$ cat src/cnms_pkg.sv
// -----------------------------------------------------------------------------
// cnms_pkg
// Shared types, constants and calendar helpers for the cron next-match search.
// -----------------------------------------------------------------------------
package cnms_pkg;

   localparam int SEARCH_MONTHS = 336;
   localparam int MCNT_W        = $clog2(SEARCH_MONTHS);

   localparam int YEAR_W   = 14;
   localparam int MONTH_W  = 4;
   localparam int DAY_W    = 5;
   localparam int HOUR_W   = 5;
   localparam int MINUTE_W = 6;
   localparam int CENT_W   = 8;
   localparam int YREM_W   = 7;
   localparam int WSUM_W   = 15;

   localparam int FIELDS_W = YEAR_W + MONTH_W + DAY_W + HOUR_W + MINUTE_W;
   localparam int DATA_W   = ((FIELDS_W + 7) / 8) * 8;

   localparam int VEC_W    = 60;
   localparam int IDX_W    = 6;

   localparam int CSR_DATA_W  = 64;
   localparam int CSR_ADDR_W  = 6;
   localparam int CSR_IDX_LSB = 3;
   localparam int CSR_IDX_W   = CSR_ADDR_W - CSR_IDX_LSB;

   localparam logic [CSR_IDX_W-1:0] RegMinute  = 3'd0;
   localparam logic [CSR_IDX_W-1:0] RegHour    = 3'd1;
   localparam logic [CSR_IDX_W-1:0] RegDom     = 3'd2;
   localparam logic [CSR_IDX_W-1:0] RegMonth   = 3'd3;
   localparam logic [CSR_IDX_W-1:0] RegWeekday = 3'd4;

   localparam logic [YEAR_W-1:0] MaxYear = 14'd9999;
   localparam logic [10:0]       Recip25 = 11'd1311;   // 2^15 / 25, rounded up

   typedef struct packed {
      logic [59:0] minute;
      logic [23:0] hour;
      logic [31:0] dom;
      logic [12:0] month;
      logic [7:0]  weekday;
   } mask_type;

   function automatic logic [DAY_W-1:0] days_in_month(input logic [MONTH_W-1:0] mo,
                                                      input logic leap);
      logic [DAY_W-1:0] dim;
      case (mo)
         4'd2:    dim = leap ? 5'd29 : 5'd28;
         4'd4:    dim = 5'd30;
         4'd6:    dim = 5'd30;
         4'd9:    dim = 5'd30;
         4'd11:   dim = 5'd30;
         default: dim = 5'd31;
      endcase
      return dim;
   endfunction

   function automatic logic [2:0] dow_offset(input logic [MONTH_W-1:0] mo);
      logic [2:0] off;
      case (mo)
         4'd1:    off = 3'd0;
         4'd2:    off = 3'd3;
         4'd3:    off = 3'd2;
         4'd4:    off = 3'd5;
         4'd5:    off = 3'd0;
         4'd6:    off = 3'd3;
         4'd7:    off = 3'd5;
         4'd8:    off = 3'd1;
         4'd9:    off = 3'd4;
         4'd10:   off = 3'd6;
         4'd11:   off = 3'd2;
         4'd12:   off = 3'd4;
         default: off = 3'd0;
      endcase
      return off;
   endfunction

   // x mod 7 by folding octal digits (8 = 1 mod 7)
   function automatic logic [2:0] mod7(input logic [WSUM_W-1:0] x);
      logic [5:0] s1;
      logic [3:0] s2;
      logic [3:0] s3;
      s1 = 6'(x[2:0]) + 6'(x[5:3]) + 6'(x[8:6]) + 6'(x[11:9]) + 6'(x[14:12]);
      s2 = 4'(s1[5:3]) + 4'(s1[2:0]);
      s3 = 4'(s2[3]) + 4'(s2[2:0]);
      return (s3 == 4'd7) ? 3'd0 : s3[2:0];
   endfunction

endpackage

$ cat src/cron_next_match_search.sv
// -----------------------------------------------------------------------------
// cron_next_match_search
// Finds the first minute at or after a start time that matches five cron masks.
// -----------------------------------------------------------------------------
//  channel  | direction | contents
//  req_*    | in        | one start time word per search
//  rsp_*    | out       | one result word per search, found flag on tuser
//  csr_*    | in/out    | APB mask registers at byte address 8*i
//
// A search runs setup (CENT, REM, CHECK, WDAY, H1, M1, H1B, M0, H0), then walks
// one day per cycle in an allowed month and one skipped month per cycle, over at
// most SEARCH_MONTHS months. An invalid start goes from CHECK to the result.
// Reset is synchronous and clears the masks and the sequencer; no clearing pass.
// req_tready stays low from acceptance until the result word is taken.
// -----------------------------------------------------------------------------
module cron_next_match_search (
   input  logic                              clock,
   input  logic                              reset,
   input  logic                              req_tvalid,
   output logic                              req_tready,
   // start_year, start_month, start_day, start_hour, start_minute
   input  logic [cnms_pkg::DATA_W-1:0]       req_tdata,
   output logic                              rsp_tvalid,
   input  logic                              rsp_tready,
   // match_year, match_month, match_day, match_hour, match_minute
   output logic [cnms_pkg::DATA_W-1:0]       rsp_tdata,
   // found
   output logic                              rsp_tuser,
   input  logic                              csr_psel,
   input  logic                              csr_penable,
   input  logic                              csr_pwrite,
   input  logic [cnms_pkg::CSR_ADDR_W-1:0]   csr_paddr,
   input  logic [cnms_pkg::CSR_DATA_W-1:0]   csr_pwdata,
   output logic [cnms_pkg::CSR_DATA_W-1:0]   csr_prdata,
   output logic                              csr_pready
);
   import cnms_pkg::*;

   mask_type masks;

   cnms_csr u_csr (
      .clock       (clock),
      .reset       (reset),
      .csr_psel    (csr_psel),
      .csr_penable (csr_penable),
      .csr_pwrite  (csr_pwrite),
      .csr_paddr   (csr_paddr),
      .csr_pwdata  (csr_pwdata),
      .csr_prdata  (csr_prdata),
      .csr_pready  (csr_pready),
      .masks       (masks)
   );

   cnms_search u_search (
      .clock      (clock),
      .reset      (reset),
      .masks      (masks),
      .req_tvalid (req_tvalid),
      .req_tready (req_tready),
      .req_tdata  (req_tdata),
      .rsp_tvalid (rsp_tvalid),
      .rsp_tready (rsp_tready),
      .rsp_tdata  (rsp_tdata),
      .rsp_tuser  (rsp_tuser)
   );

endmodule

$ cat src/cnms_csr.sv
// -----------------------------------------------------------------------------
// cnms_csr
// Mask register file behind the APB-style configuration port.
// -----------------------------------------------------------------------------
module cnms_csr (
   input  logic                              clock,
   input  logic                              reset,
   input  logic                              csr_psel,
   input  logic                              csr_penable,
   input  logic                              csr_pwrite,
   input  logic [cnms_pkg::CSR_ADDR_W-1:0]   csr_paddr,
   input  logic [cnms_pkg::CSR_DATA_W-1:0]   csr_pwdata,
   output logic [cnms_pkg::CSR_DATA_W-1:0]   csr_prdata,
   output logic                              csr_pready,
   output cnms_pkg::mask_type                masks
);
   import cnms_pkg::*;

   mask_type               masks_ff, masks_in;
   logic [CSR_IDX_W-1:0]   idx;
   logic                   wr_en;

   assign idx        = csr_paddr[CSR_ADDR_W-1:CSR_IDX_LSB];
   assign wr_en      = csr_psel & csr_penable & csr_pwrite;
   assign csr_pready = 1'b1;
   assign masks      = masks_ff;

   always_comb begin
      masks_in = masks_ff;
      if (wr_en) begin
         case (idx)
            RegMinute:  masks_in.minute  = csr_pwdata[59:0];
            RegHour:    masks_in.hour    = csr_pwdata[23:0];
            RegDom:     masks_in.dom     = csr_pwdata[31:0];
            RegMonth:   masks_in.month   = csr_pwdata[12:0];
            RegWeekday: masks_in.weekday = csr_pwdata[7:0];
            default:    masks_in = masks_ff;
         endcase
      end
   end

   always_comb begin
      case (idx)
         RegMinute:  csr_prdata = CSR_DATA_W'(masks_ff.minute);
         RegHour:    csr_prdata = CSR_DATA_W'(masks_ff.hour);
         RegDom:     csr_prdata = CSR_DATA_W'(masks_ff.dom);
         RegMonth:   csr_prdata = CSR_DATA_W'(masks_ff.month);
         RegWeekday: csr_prdata = CSR_DATA_W'(masks_ff.weekday);
         default:    csr_prdata = '0;
      endcase
   end

   always_ff @(posedge clock) begin
      if (reset) begin
         masks_ff <= '0;
      end else begin
         masks_ff <= masks_in;
      end
   end

endmodule

$ cat src/cnms_first_bit.sv
// -----------------------------------------------------------------------------
// cnms_first_bit
// Shared search unit: lowest set bit of a mask at or above a start index.
// -----------------------------------------------------------------------------
module cnms_first_bit (
   input  logic [cnms_pkg::VEC_W-1:0] vec,
   input  logic [cnms_pkg::IDX_W-1:0] from,
   output logic                       found,
   output logic [cnms_pkg::IDX_W-1:0] idx
);
   import cnms_pkg::*;

   always_comb begin
      found = 1'b0;
      idx   = '0;
      for (int i = VEC_W - 1; i >= 0; i--) begin
         if (vec[i] && (IDX_W'(i) >= from)) begin
            found = 1'b1;
            idx   = IDX_W'(i);
         end
      end
   end

endmodule

$ cat src/cnms_search.sv
// -----------------------------------------------------------------------------
// cnms_search
// Sequencer: start check, weekday setup, time-of-day lookups through the shared
// search unit, then a day/month calendar walk with a registered result.
// -----------------------------------------------------------------------------
module cnms_search (
   input  logic                          clock,
   input  logic                          reset,
   input  cnms_pkg::mask_type            masks,
   input  logic                          req_tvalid,
   output logic                          req_tready,
   input  logic [cnms_pkg::DATA_W-1:0]   req_tdata,
   output logic                          rsp_tvalid,
   input  logic                          rsp_tready,
   output logic [cnms_pkg::DATA_W-1:0]   rsp_tdata,
   output logic                          rsp_tuser
);
   import cnms_pkg::*;

   typedef enum logic [3:0] {
      ST_IDLE, ST_CENT, ST_REM, ST_CHECK, ST_WDAY,
      ST_H1, ST_M1, ST_H1B, ST_M0, ST_H0, ST_SCAN, ST_OUT
   } state_type;

   state_type               state_ff, state_in;
   logic [YEAR_W-1:0]       y_ff, y_in;
   logic [MONTH_W-1:0]      mo_ff, mo_in;
   logic [DAY_W-1:0]        d_ff, d_in;
   logic [HOUR_W-1:0]       h_ff, h_in;
   logic [MINUTE_W-1:0]     mi_ff, mi_in;
   logic [CENT_W-1:0]       cent_ff, cent_in;
   logic [YREM_W-1:0]       yrem_ff, yrem_in;
   logic [WSUM_W-1:0]       wsum_ff, wsum_in;
   logic [2:0]              w_ff, w_in;
   logic [MCNT_W-1:0]       n_ff, n_in;
   logic                    first_ff, first_in;
   logic                    h1_ok_ff, h1_ok_in, m1_ok_ff, m1_ok_in;
   logic                    h1b_ok_ff, h1b_ok_in, m0_ok_ff, m0_ok_in, h0_ok_ff, h0_ok_in;
   logic [IDX_W-1:0]        h1_ff, h1_in, m1_ff, m1_in, h1b_ff, h1b_in;
   logic [IDX_W-1:0]        m0_ff, m0_in, h0_ff, h0_in;
   logic                    found_ff, found_in;
   logic [DATA_W-1:0]       data_ff, data_in;

   logic [VEC_W-1:0]        fb_vec;
   logic [IDX_W-1:0]        fb_from;
   logic                    fb_found;
   logic [IDX_W-1:0]        fb_idx;

   logic [22:0]             prod;
   logic                    leap;
   logic [DAY_W-1:0]        dim;
   logic                    mlt3;
   logic [YEAR_W-1:0]       yy;
   logic [CENT_W-1:0]       cy;
   logic                    start_ok;
   logic [2:0]              wrem;
   logic [5:0]              skip;
   logic [2:0]              wadv;
   logic                    t_ok;
   logic [IDX_W-1:0]        t_h, t_m;
   logic                    wday_ok;
   logic                    hit;

   cnms_first_bit u_first_bit (
      .vec   (fb_vec),
      .from  (fb_from),
      .found (fb_found),
      .idx   (fb_idx)
   );

   assign prod  = 23'(y_ff[YEAR_W-1:2]) * 23'(Recip25);
   assign leap  = (y_ff[1:0] == 2'd0) && ((yrem_ff != '0) || (cent_ff[1:0] == 2'd0));
   assign dim   = days_in_month(mo_ff, leap);
   assign mlt3  = (mo_ff < 4'd3);
   assign yy    = mlt3 ? y_ff - 14'd1 : y_ff;
   assign cy    = (mlt3 && (yrem_ff == '0)) ? cent_ff - 8'd1 : cent_ff;
   assign wrem  = mod7(wsum_ff);
   assign skip  = 6'(w_ff - 3'd1) + 6'(dim) - 6'(d_ff) + 6'd1;
   assign wadv  = mod7(WSUM_W'(skip)) + 3'd1;

   assign start_ok = (y_ff >= 14'd1) && (y_ff <= MaxYear)
                  && (mo_ff >= 4'd1) && (mo_ff <= 4'd12)
                  && (h_ff <= 5'd23) && (mi_ff <= 6'd59)
                  && (d_ff >= 5'd1) && (d_ff <= dim);

   // first day uses the start time, later days start at midnight
   always_comb begin
      if (first_ff) begin
         t_ok = h1_ok_ff && (m1_ok_ff || ((h1_ff < 6'd23) && h1b_ok_ff && m0_ok_ff));
         t_h  = m1_ok_ff ? h1_ff : h1b_ff;
         t_m  = m1_ok_ff ? m1_ff : m0_ff;
      end else begin
         t_ok = h0_ok_ff && m0_ok_ff;
         t_h  = h0_ff;
         t_m  = m0_ff;
      end
   end

   assign wday_ok = masks.weekday[w_ff] || ((w_ff == 3'd7) && masks.weekday[0]);
   assign hit     = masks.month[mo_ff] && masks.dom[d_ff] && wday_ok && t_ok;

   always_comb begin
      case (state_ff)
         ST_H1:   begin fb_vec = VEC_W'(masks.hour); fb_from = IDX_W'(h_ff);   end
         ST_M1:   begin
            fb_vec  = masks.minute;
            fb_from = (h1_ff == IDX_W'(h_ff)) ? mi_ff : '0;
         end
         ST_H1B:  begin fb_vec = VEC_W'(masks.hour); fb_from = h1_ff + 6'd1; end
         ST_H0:   begin fb_vec = VEC_W'(masks.hour); fb_from = '0;            end
         default: begin fb_vec = masks.minute;       fb_from = '0;            end
      endcase
   end

   always_comb begin
      state_in  = state_ff;
      y_in      = y_ff;
      mo_in     = mo_ff;
      d_in      = d_ff;
      h_in      = h_ff;
      mi_in     = mi_ff;
      cent_in   = cent_ff;
      yrem_in   = yrem_ff;
      wsum_in   = wsum_ff;
      w_in      = w_ff;
      n_in      = n_ff;
      first_in  = first_ff;
      h1_ok_in  = h1_ok_ff;
      m1_ok_in  = m1_ok_ff;
      h1b_ok_in = h1b_ok_ff;
      m0_ok_in  = m0_ok_ff;
      h0_ok_in  = h0_ok_ff;
      h1_in     = h1_ff;
      m1_in     = m1_ff;
      h1b_in    = h1b_ff;
      m0_in     = m0_ff;
      h0_in     = h0_ff;
      found_in  = found_ff;
      data_in   = data_ff;
      case (state_ff)
         ST_IDLE: begin
            if (req_tvalid) begin
               y_in     = req_tdata[13:0];
               mo_in    = req_tdata[17:14];
               d_in     = req_tdata[22:18];
               h_in     = req_tdata[27:23];
               mi_in    = req_tdata[33:28];
               state_in = ST_CENT;
            end
         end
         ST_CENT: begin
            cent_in  = prod[22:15];
            state_in = ST_REM;
         end
         ST_REM: begin
            yrem_in  = YREM_W'(y_ff - YEAR_W'(cent_ff * 14'd100));
            state_in = ST_CHECK;
         end
         ST_CHECK: begin
            wsum_in = WSUM_W'(yy) + WSUM_W'(yy[YEAR_W-1:2]) - WSUM_W'(cy)
                    + WSUM_W'(cy[CENT_W-1:2]) + WSUM_W'(dow_offset(mo_ff))
                    + WSUM_W'(d_ff);
            if (start_ok) begin
               state_in = ST_WDAY;
            end else begin
               found_in = 1'b0;
               data_in  = '0;
               state_in = ST_OUT;
            end
         end
         ST_WDAY: begin
            w_in     = (wrem == 3'd0) ? 3'd7 : wrem;
            n_in     = '0;
            first_in = 1'b1;
            state_in = ST_H1;
         end
         ST_H1: begin
            h1_ok_in = fb_found;
            h1_in    = fb_idx;
            state_in = ST_M1;
         end
         ST_M1: begin
            m1_ok_in = fb_found;
            m1_in    = fb_idx;
            state_in = ST_H1B;
         end
         ST_H1B: begin
            h1b_ok_in = fb_found;
            h1b_in    = fb_idx;
            state_in  = ST_M0;
         end
         ST_M0: begin
            m0_ok_in = fb_found;
            m0_in    = fb_idx;
            state_in = ST_H0;
         end
         ST_H0: begin
            h0_ok_in = fb_found;
            h0_in    = fb_idx;
            state_in = ST_SCAN;
         end
         ST_SCAN: begin
            if (hit) begin
               found_in = 1'b1;
               data_in  = DATA_W'({t_m[MINUTE_W-1:0], t_h[HOUR_W-1:0], d_ff, mo_ff, y_ff});
               state_in = ST_OUT;
            end else if (masks.month[mo_ff] && (d_ff < dim)) begin
               d_in     = d_ff + 5'd1;
               w_in     = (w_ff == 3'd7) ? 3'd1 : w_ff + 3'd1;
               first_in = 1'b0;
            end else if ((mo_ff == 4'd12) && (y_ff >= MaxYear)) begin
               found_in = 1'b0;
               data_in  = '0;
               state_in = ST_OUT;
            end else if (n_ff == MCNT_W'(SEARCH_MONTHS - 1)) begin
               found_in = 1'b0;
               data_in  = '0;
               state_in = ST_OUT;
            end else begin
               n_in     = n_ff + 1'b1;
               d_in     = 5'd1;
               w_in     = wadv;
               first_in = 1'b0;
               if (mo_ff == 4'd12) begin
                  mo_in = 4'd1;
                  y_in  = y_ff + 14'd1;
                  if (yrem_ff == 7'd99) begin
                     yrem_in = '0;
                     cent_in = cent_ff + 8'd1;
                  end else begin
                     yrem_in = yrem_ff + 7'd1;
                  end
               end else begin
                  mo_in = mo_ff + 4'd1;
               end
            end
         end
         ST_OUT: begin
            if (rsp_tready) begin
               state_in = ST_IDLE;
            end
         end
         default: state_in = ST_IDLE;
      endcase
   end

   assign req_tready = (state_ff == ST_IDLE);
   assign rsp_tvalid = (state_ff == ST_OUT);
   assign rsp_tdata  = data_ff;
   assign rsp_tuser  = found_ff;

   always_ff @(posedge clock) begin
      if (reset) begin
         state_ff <= ST_IDLE;
      end else begin
         state_ff <= state_in;
      end
      y_ff      <= y_in;
      mo_ff     <= mo_in;
      d_ff      <= d_in;
      h_ff      <= h_in;
      mi_ff     <= mi_in;
      cent_ff   <= cent_in;
      yrem_ff   <= yrem_in;
      wsum_ff   <= wsum_in;
      w_ff      <= w_in;
      n_ff      <= n_in;
      first_ff  <= first_in;
      h1_ok_ff  <= h1_ok_in;
      m1_ok_ff  <= m1_ok_in;
      h1b_ok_ff <= h1b_ok_in;
      m0_ok_ff  <= m0_ok_in;
      h0_ok_ff  <= h0_ok_in;
      h1_ff     <= h1_in;
      m1_ff     <= m1_in;
      h1b_ff    <= h1b_in;
      m0_ff     <= m0_in;
      h0_ff     <= h0_in;
      found_ff  <= found_in;
      data_ff   <= data_in;
   end

endmodule
$ cat config.mk
export PLATFORM = sky130hd
export DESIGN_NAME = cron_next_match_search
export DESIGN_NICKNAME = d
export VERILOG_FILES = /design/src/cnms_pkg.sv /design/src/cron_next_match_search.sv /design/src/cnms_csr.sv /design/src/cnms_first_bit.sv /design/src/cnms_search.sv
export SDC_FILE = /design/constraint.sdc
export NUM_CORES = 1
export LEC_CHECK = 0
export ABC_AREA = 1
export ABC_CLOCK_PERIOD_IN_PS = 16900
export BUFFER_PORTS_ARGS = -buffer_cell sky130_fd_sc_hd__buf_2
export CORE_MARGIN = 2
export CORE_UTILIZATION = 35
export CTS_CLUSTER_DIAMETER = 30
export CTS_CLUSTER_SIZE = 8
export DETAILED_ROUTE_END_ITERATION = 7
export PLACE_DENSITY = 0.64
export SYNTH_ARGS = -nofsm -noshare
export SYNTH_HDL_FRONTEND = slang
export SYNTH_SLANG_ARGS = --single-unit
$ cat constraint.sdc
create_clock -name clock -period 16.9 [get_ports clock]
set_input_delay 0.845 -clock clock [delete_from_list [all_inputs] [get_ports clock]]
set_output_delay 0.845 -clock clock [all_outputs]
set_load 0.005 [all_outputs]
### Word-level counts from Yosys, hierarchy flattened

Memory sizes are Yosys's and may differ from the RTL's. A register that Yosys moved wholly into a read port is not among the register bits.
Cells that the tools add are included.

| operators by class | value |
|---|---|
| $add $sub $neg | 30 |
| $mul | 2 |
| $lt $le $gt $ge | 75 |
| equal/unequal tests | 40 |
| muxes and demuxes | 214 |
| bitwise gates (word level) | 2 |
| reductions and logical operators | 111 |

Operator list:

| cell | count |
|---|---|
| $mux 6 | 63 |
| $pmux 60 s5 | 1 |
| $mux 40 | 5 |
| $ge 6x6->1 const A | 28 |
| $mux 14 | 7 |
| $ge 5x6->1 const A | 16 |
| $pmux 40 s2 | 1 |
| $logic_and 1x1->1 | 79 |
| $mux 1 | 74 |
| $mux 60 | 1 |
| $mux 4 | 14 |
| $mux 8 | 7 |
| $ge 4x6->1 const A | 8 |
| $pmux 4 s12 | 1 |
| $mux 7 | 6 |
| $mux 9 | 4 |
| $mux 5 | 7 |
| $eq 4x3->1 const B | 8 |
| $eq 4x4->1 const B | 7 |
| $pmux 14 s2 | 1 |
| $mux 3 | 9 |
| $ge 3x6->1 const A | 4 |
| $mul 12x11->23 const B | 1 |
| $pmux 5 s2 | 2 |
| 77 further kinds | 120 |

| word-level totals | value |
|---|---|
| flip-flop bits (word level) | 292 |
| bits in read-only memories | 48 |
| input bits | 117 |
| output and inout port bits | 108 |
| word-level logic and storage cells | 504 |
| memories | 1 |

Memory list:

| memory | words | bits a word | read ports | clocked after memory_dff | wr ports | line | source |
|---|---|---|---|---|---|---|---|
| (name not given) | 16 | 3 | 1 | 1 | 0 | cnms_pkg.sv:63 | `case (mo)` |

### Depth between registers and ports, before layout

| depth | value |
|---|---|
| depth after elaboration | 65 |
| mapped depth | 68 |
| depth with buffers taken out | 67 |

### By module

A second synthesis with hierarchy kept.

| unflattened totals | value |
|---|---|
| cell total of the unflattened synthesis | 3040 |
| area total of the unflattened synthesis | 22575.4 µm² |

By module, submodules not included:

| module | times used | cells an instance | area an instance (µm²) | sequential area each (µm²) |
|---|---|---|---|---|
| cnms_search | 1 | 1614 | 14292.5 | 4494.3 |
| cnms_csr | 1 | 1090 | 6703.9 | 2742.6 |
| cnms_first_bit | 1 | 336 | 1579.0 | 0.0 |

### Worst setup path before layout

No wires, ideal clock.

| path | value |
|---|---|
| path kind | reg-to-reg |
| from | reg u_search.mo_ff[2] |
| to | reg u_search.wsum_ff[14] (data pin) |
| setup time | 0.260 ns |
| data arrival time | 5.333 ns |
| required time | 16.640 ns |
| slack | 11.307 ns |
| cell stages (with the launch flop) | 27 |
| path buffers | 0 |
| clock period less this slack | 5.593 ns |
| cell sequence | edfxtp_1 nor2_1 inv_1 nor2_1 inv_1 nor2_1 nand3_1 xor2_1 inv_1 fa_1 inv_1 fa_1 fa_1 inv_1 fa_1 nand3b_1 and2_1 inv_1 a21oi_1 o21ai_0 nand2_1 nand2_1 a21oi_1 o21ai_0 nand3_1 nand2_1 xor2_1 |

| between the ends | value |
|---|---|
| longest elaborated chain between the ends | 7 |
| elaborated cells on any way between the ends | 9 |
| those cells by class | 5 x add/sub; 1 x order compare; 2 x mux; 1 x reduce/logical |

RTL lines:

| element | line | source |
|---|---|---|
| start, declared | cnms_search.sv:27 | `logic [MONTH_W-1:0] mo_ff, mo_in;` |
| start signal, assigned | cnms_search.sv:259 | `mo_ff <= mo_in;` |
| $lt 4x2->1 * | cnms_search.sv:74 | `assign mlt3 = (mo_ff < 4'd3);` |
| $mux 14 or $logic_and 1x1->1 (tied branches) | cnms_search.sv:75, cnms_search.sv:76 |  |
| $add 14x12->15 or $mux 8 (tied branches) | cnms_search.sv:160, cnms_search.sv:76 |  |
| $sub 15x8->15 | cnms_search.sv:160 | `wsum_in = WSUM_W'(yy) + WSUM_W'(yy[YEAR_W-1:2]) - WSUM_W'(cy)` |
| $add 15x6->15 * | cnms_search.sv:161 | `+ WSUM_W'(cy[CENT_W-1:2]) + WSUM_W'(dow_offset(mo_ff))` |
| $add 15x3->15 * | cnms_search.sv:161 |  |
| $add 15x5->15 * | cnms_search.sv:162 | `+ WSUM_W'(d_ff);` |
| end signal, assigned | cnms_search.sv:265 | `wsum_ff <= wsum_in;` |
| end, declared | cnms_search.sv:33 | `logic [WSUM_W-1:0] wsum_ff, wsum_in;` |

Mark *: on every way between the ends. The rest lies on a longest branch, timed or not.
A chain may end at the register's enable or synchronous reset.

### Worst setup path in the final report

| path | value |
|---|---|
| from | reg u_search.y_ff[5] |
| to | reg u_search.cent_ff[7] (data pin) |

| between the ends | value |
|---|---|
| longest elaborated chain between the ends | 2 |

RTL lines:

| element | line | source |
|---|---|---|
| start, declared | cnms_search.sv:26 | `logic [YEAR_W-1:0] y_ff, y_in;` |
| start signal, assigned | cnms_search.sv:258 | `y_ff <= y_in;` |
| $mul 12x11->23 | cnms_search.sv:71 | `assign prod = 23'(y_ff[YEAR_W-1:2]) * 23'(Recip25);` |
| $pmux 8 s2 | cnms_search.sv:140 | `case (state_ff)` |
| named net u_search.cent_in[7] | cnms_search.sv:31 | `logic [CENT_W-1:0] cent_ff, cent_in;` |
| end signal, assigned | cnms_search.sv:263 | `cent_ff <= cent_in;` |
| end, declared | cnms_search.sv:31 |  |

The timed path passes the listed nets, and every way through them passes these cells.

==> flow_metrics.tcl <==
set metrics [dict create \
    status "completed" \
    post-route-period-util_pct 38.2 \
    cap_violations 0 \
    grt_first_pass_wirelength_um 95600 \
    tightest_slew_ps 1120 \
    grtUsageTotal_pct 20.0 \
    worst_hold_path_type "input pin to flip-flop" \
    fp-row-count 88 \
    seq_power_share_pct 19.3 \
    yosys.area_share.simple_pct 17.6 \
    netlist_instances 2578 \
    fin_area_um2 25000 \
    switching_power_mw 2.20 \
    hold_viol_final 0 \
    ys_seq_area_share_pct 35.1 \
    power_leakage_nw 11.5 \
    synth_top_flop_cell "edfxtp_1" \
    peakVddDrop_mv 0.254 \
    critPathRequiredTime_ps 17230 \
    ios 225 \
    crit_path_start_kind "flip-flop" \
    synth_warnings 0 \
    drive_gt1_share_pct 13.2 \
    fin_crit_ps 6460 \
    clk_latency_ps 620 \
    cts.sinks 289 \
    gp_congestion 0.926 \
    fillers 5755 \
    p_clk_share_pct 27.4 \
    cp.arrival_ps 6790 \
    crit_family "adder cells" \
    skew_ps 53.9 \
    final-setup-viol-count 0 \
    root_buffer "clkbuf_16" \
    drc 0 \
    core_um2 57900 \
    synth_edf_count 145 \
    comb_power_share_pct 53.3 \
    vias_per_cell 5.08 \
    grt_pass1_vias 17549 \
    overflow 0 \
    totalWireLength_um 60600 \
    vias 18367 \
    netlist_area_um2 20600 \
    met1_usage_pct 28.1 \
    syn_avg_cell_area_um2 7.99 \
    clk_pin_slew_worst_paths_ps 40 \
    synth_fa_ha_area_share_pct 19.7 \
    dpl_cell_area_um2 22400 \
    synth-xor-area-share_pct 3.23 \
    top_usage_layer "met2" \
    maxSlewViolCount 0 \
    dp_hpwl_um 44400 \
    die_w_um 247 \
    critical_path_class "flip-flop to flip-flop" \
    cts_buffer_depth 3 \
    wl_per_cell_um 16.7 \
    setup_tns_ps 0 \
    slowest_stage "edfxtp_1" \
    slowest_delay_ps 590 \
    layout_common_cells "385 x inv_1, 349 x nand2_1, 346 x nor2_1" \
    initial_core_util_pct 35.6 \
    grt_start_max_net_pins 117 \
    timing.fmax_ghz 0.155 \
    use_met3_pct 3.33 \
    intPower_mw 3.22 \
    muxShareOfSynthArea_pct 0.0486 \
    firstDrtPassIters 6 \
    ctsResizeCount 0 \
    nets 3185 \
    die_h_um 247 \
    final_common_cell "inv_1" \
    h-tree-depth 3 \
    synth_seq_cells 289 \
    met2_usage_pct 30.5 \
    rsz0062_at_grt "no" \
    drtIter0Drc 1445 \
    area_delta_synth_final_pct 21.5 \
    portBuffers 200 \
    antenna_found_initial 7 \
    drtAntennaViolNets 0 \
    end_kind "flip-flop" \
    cts_tree "built" \
    cts.hold.buffers_added 0 \
    slew_headroom_pct 25.4 \
    p_sw_share_pct 40.5 \
    ys_types 63 \
    synth_top_family_by_area "adder cells" \
    cts-buffers-inserted 73 \
    synthArstFlopShare_pct 0 \
    fin_util_pct 43.2 \
    path_buf_inv 6 \
    synth_compound_area_share_pct 14.9 \
    cellPowerDensity_nw_per_um2 217 \
    cts_setup_buffers 0 \
    fp.dieArea_um2 60800 \
    path_max_fanout 9 \
]
-- per-stage QoR --
| stage | std cells | power [mW] | worst slack (ps) | hold slack [ps] |
|---|---|---|---|---|
| 2_1_floorplan | 2587 | 3.26 | 11310 | 436 |
| 3_3_place_gp | 3480 | 3.85 | 10410 | 455 |
| 3_5_place_dp | 3480 | 3.90 | 10410 | 461 |
| 4_1_cts | 3615 | 5.47 | 10380 | 380 |
| 5_1_grt | 3619 | 5.98 | 9810 | 398 |
| 6_report | 3619 | 5.42 | 10440 | 416 |
-- logic make-up (layout without fill, tap and decap cells) --
family / after synthesis / count (layout)
AO/OA/AOI/OAI: 554 / 554
XOR/XNOR: 76 / 76
adder cells (fa/ha/maj): 278 / 278
buffers and inverters: 499 / 762
flip-flops: 289 / 289
multiplexers: 1 / 1
other: 2 / 15
AND/OR/NAND/NOR: 879 / 879
-- per-layer routing --
layer	routed length, um	vias up
met2	26800	684
met1	27400	8614
li1	-	8948
met5	30	-
met3	4530	117
met4	1840	4
-- state kept, by name (all words and copies together) (netlist names), 3 cells and up, named ones only --
signal and flops:
u_csr.masks 137, u_search.cent_ff 8, u_search.d_ff 5, u_search.h0_ff 5, u_search.h1_ff 6, u_search.h1b_ff 5
u_search.h_ff 5, u_search.m0_ff 6, u_search.m1_ff 6, u_search.mi_ff 6, u_search.mo_ff 4, u_search.n_ff 9
u_search.rsp_tdata 34, u_search.state_ff 4, u_search.w_ff 3, u_search.wsum_ff 15, u_search.y_ff 14, u_search.yrem_ff 7
-- synthesized netlist by cell type, types with 3 or more instances --
cell         n  area, um^2
a311oi_1     3        26.3
nand2_1    350        1310
nor2_2       5        31.3
nor3_1      43         215
o2111ai_1    5        43.8
buf_1        6        22.5
a221oi_1     8        70.1
edfxtp_1   145        4350
nor2_1     347        1300
nand4_1     17         106
xor2_1      53         464
nor3b_1      3        22.5
nor4_1      11        68.8
nand3_1     81         405
clkbuf_1    72         270
a31oi_1      6        37.5
a211oi_1     6        45.0
a21boi_0     3        22.5
ha_1       202        2530
fa_1        76        1520
buf_2        4        20.0
a21oi_1    157         786
inv_2       17        63.8
clkinv_1     3        11.3
o221ai_1     7        61.3
xnor2_1     23         201
dfxtp_1    144        2880
o21ai_0    286        1430
o211ai_1    26         195
buf_4       11        82.6
o22ai_1     17         106
o21ai_1      5        25.0
inv_1      386        1450
nand2_2      7        43.8
-- power by group through the flow --
stage / Sequential (mW) / Combinational (mW) / Clock (mW)
detailed placement: 1.06 / 2.84 / 0
floorplan: 1.03 / 2.23 / 0
global placement: 1.06 / 2.80 / 0
finish: 1.05 / 2.89 / 1.48
CTS: 1.05 / 2.91 / 1.51
global route: 1.06 / 3.38 / 1.54
-- area by class of cell --
type                            instances  area [um^2]  area share, %
Sequential cell                       289         7240           28.9
Timing Repair Buffer                  221         1160           4.63
Clock inverter                         44          732           2.92
Antenna cell                            4         10.0         0.0400
Inverter                              406         1520           6.09
Multi-Input combinational cell       1799        11500           45.9
Tap cell                              765          957           3.82
Clock buffer                           91         1920           7.69
-- path summary, 6_finish.rpt --
check                                                    from                            end  slack, ps  cells past startpoint
worst max-delay path               u_search.y_ff[5]$_DFFE_PP_  u_search.cent_ff[7]$_DFFE_PP_      10440                     31
worst min-delay path                            req_tdata[33]    u_search.mi_ff[5]$_DFFE_PP_        420                      1
worst max register to register     u_search.y_ff[5]$_DFFE_PP_  u_search.cent_ff[7]$_DFFE_PP_      10440                     31
worst min register to register  u_csr.masks[118]$_SDFFE_PP0P_  u_csr.masks[118]$_SDFFE_PP0P_        480                      2
-- worst reg2reg max path, delay by kind of cell, from the launching register on --
family                   cells  cell delay [ps]
adder cells (fa/ha/maj)      6             2370
AO/OA/AOI/OAI                8             1470
AND/OR/NAND/NOR             11             1250
flip-flops                   1              590
buffers and inverters        6              570
Power figures use the tool's default switching activity.
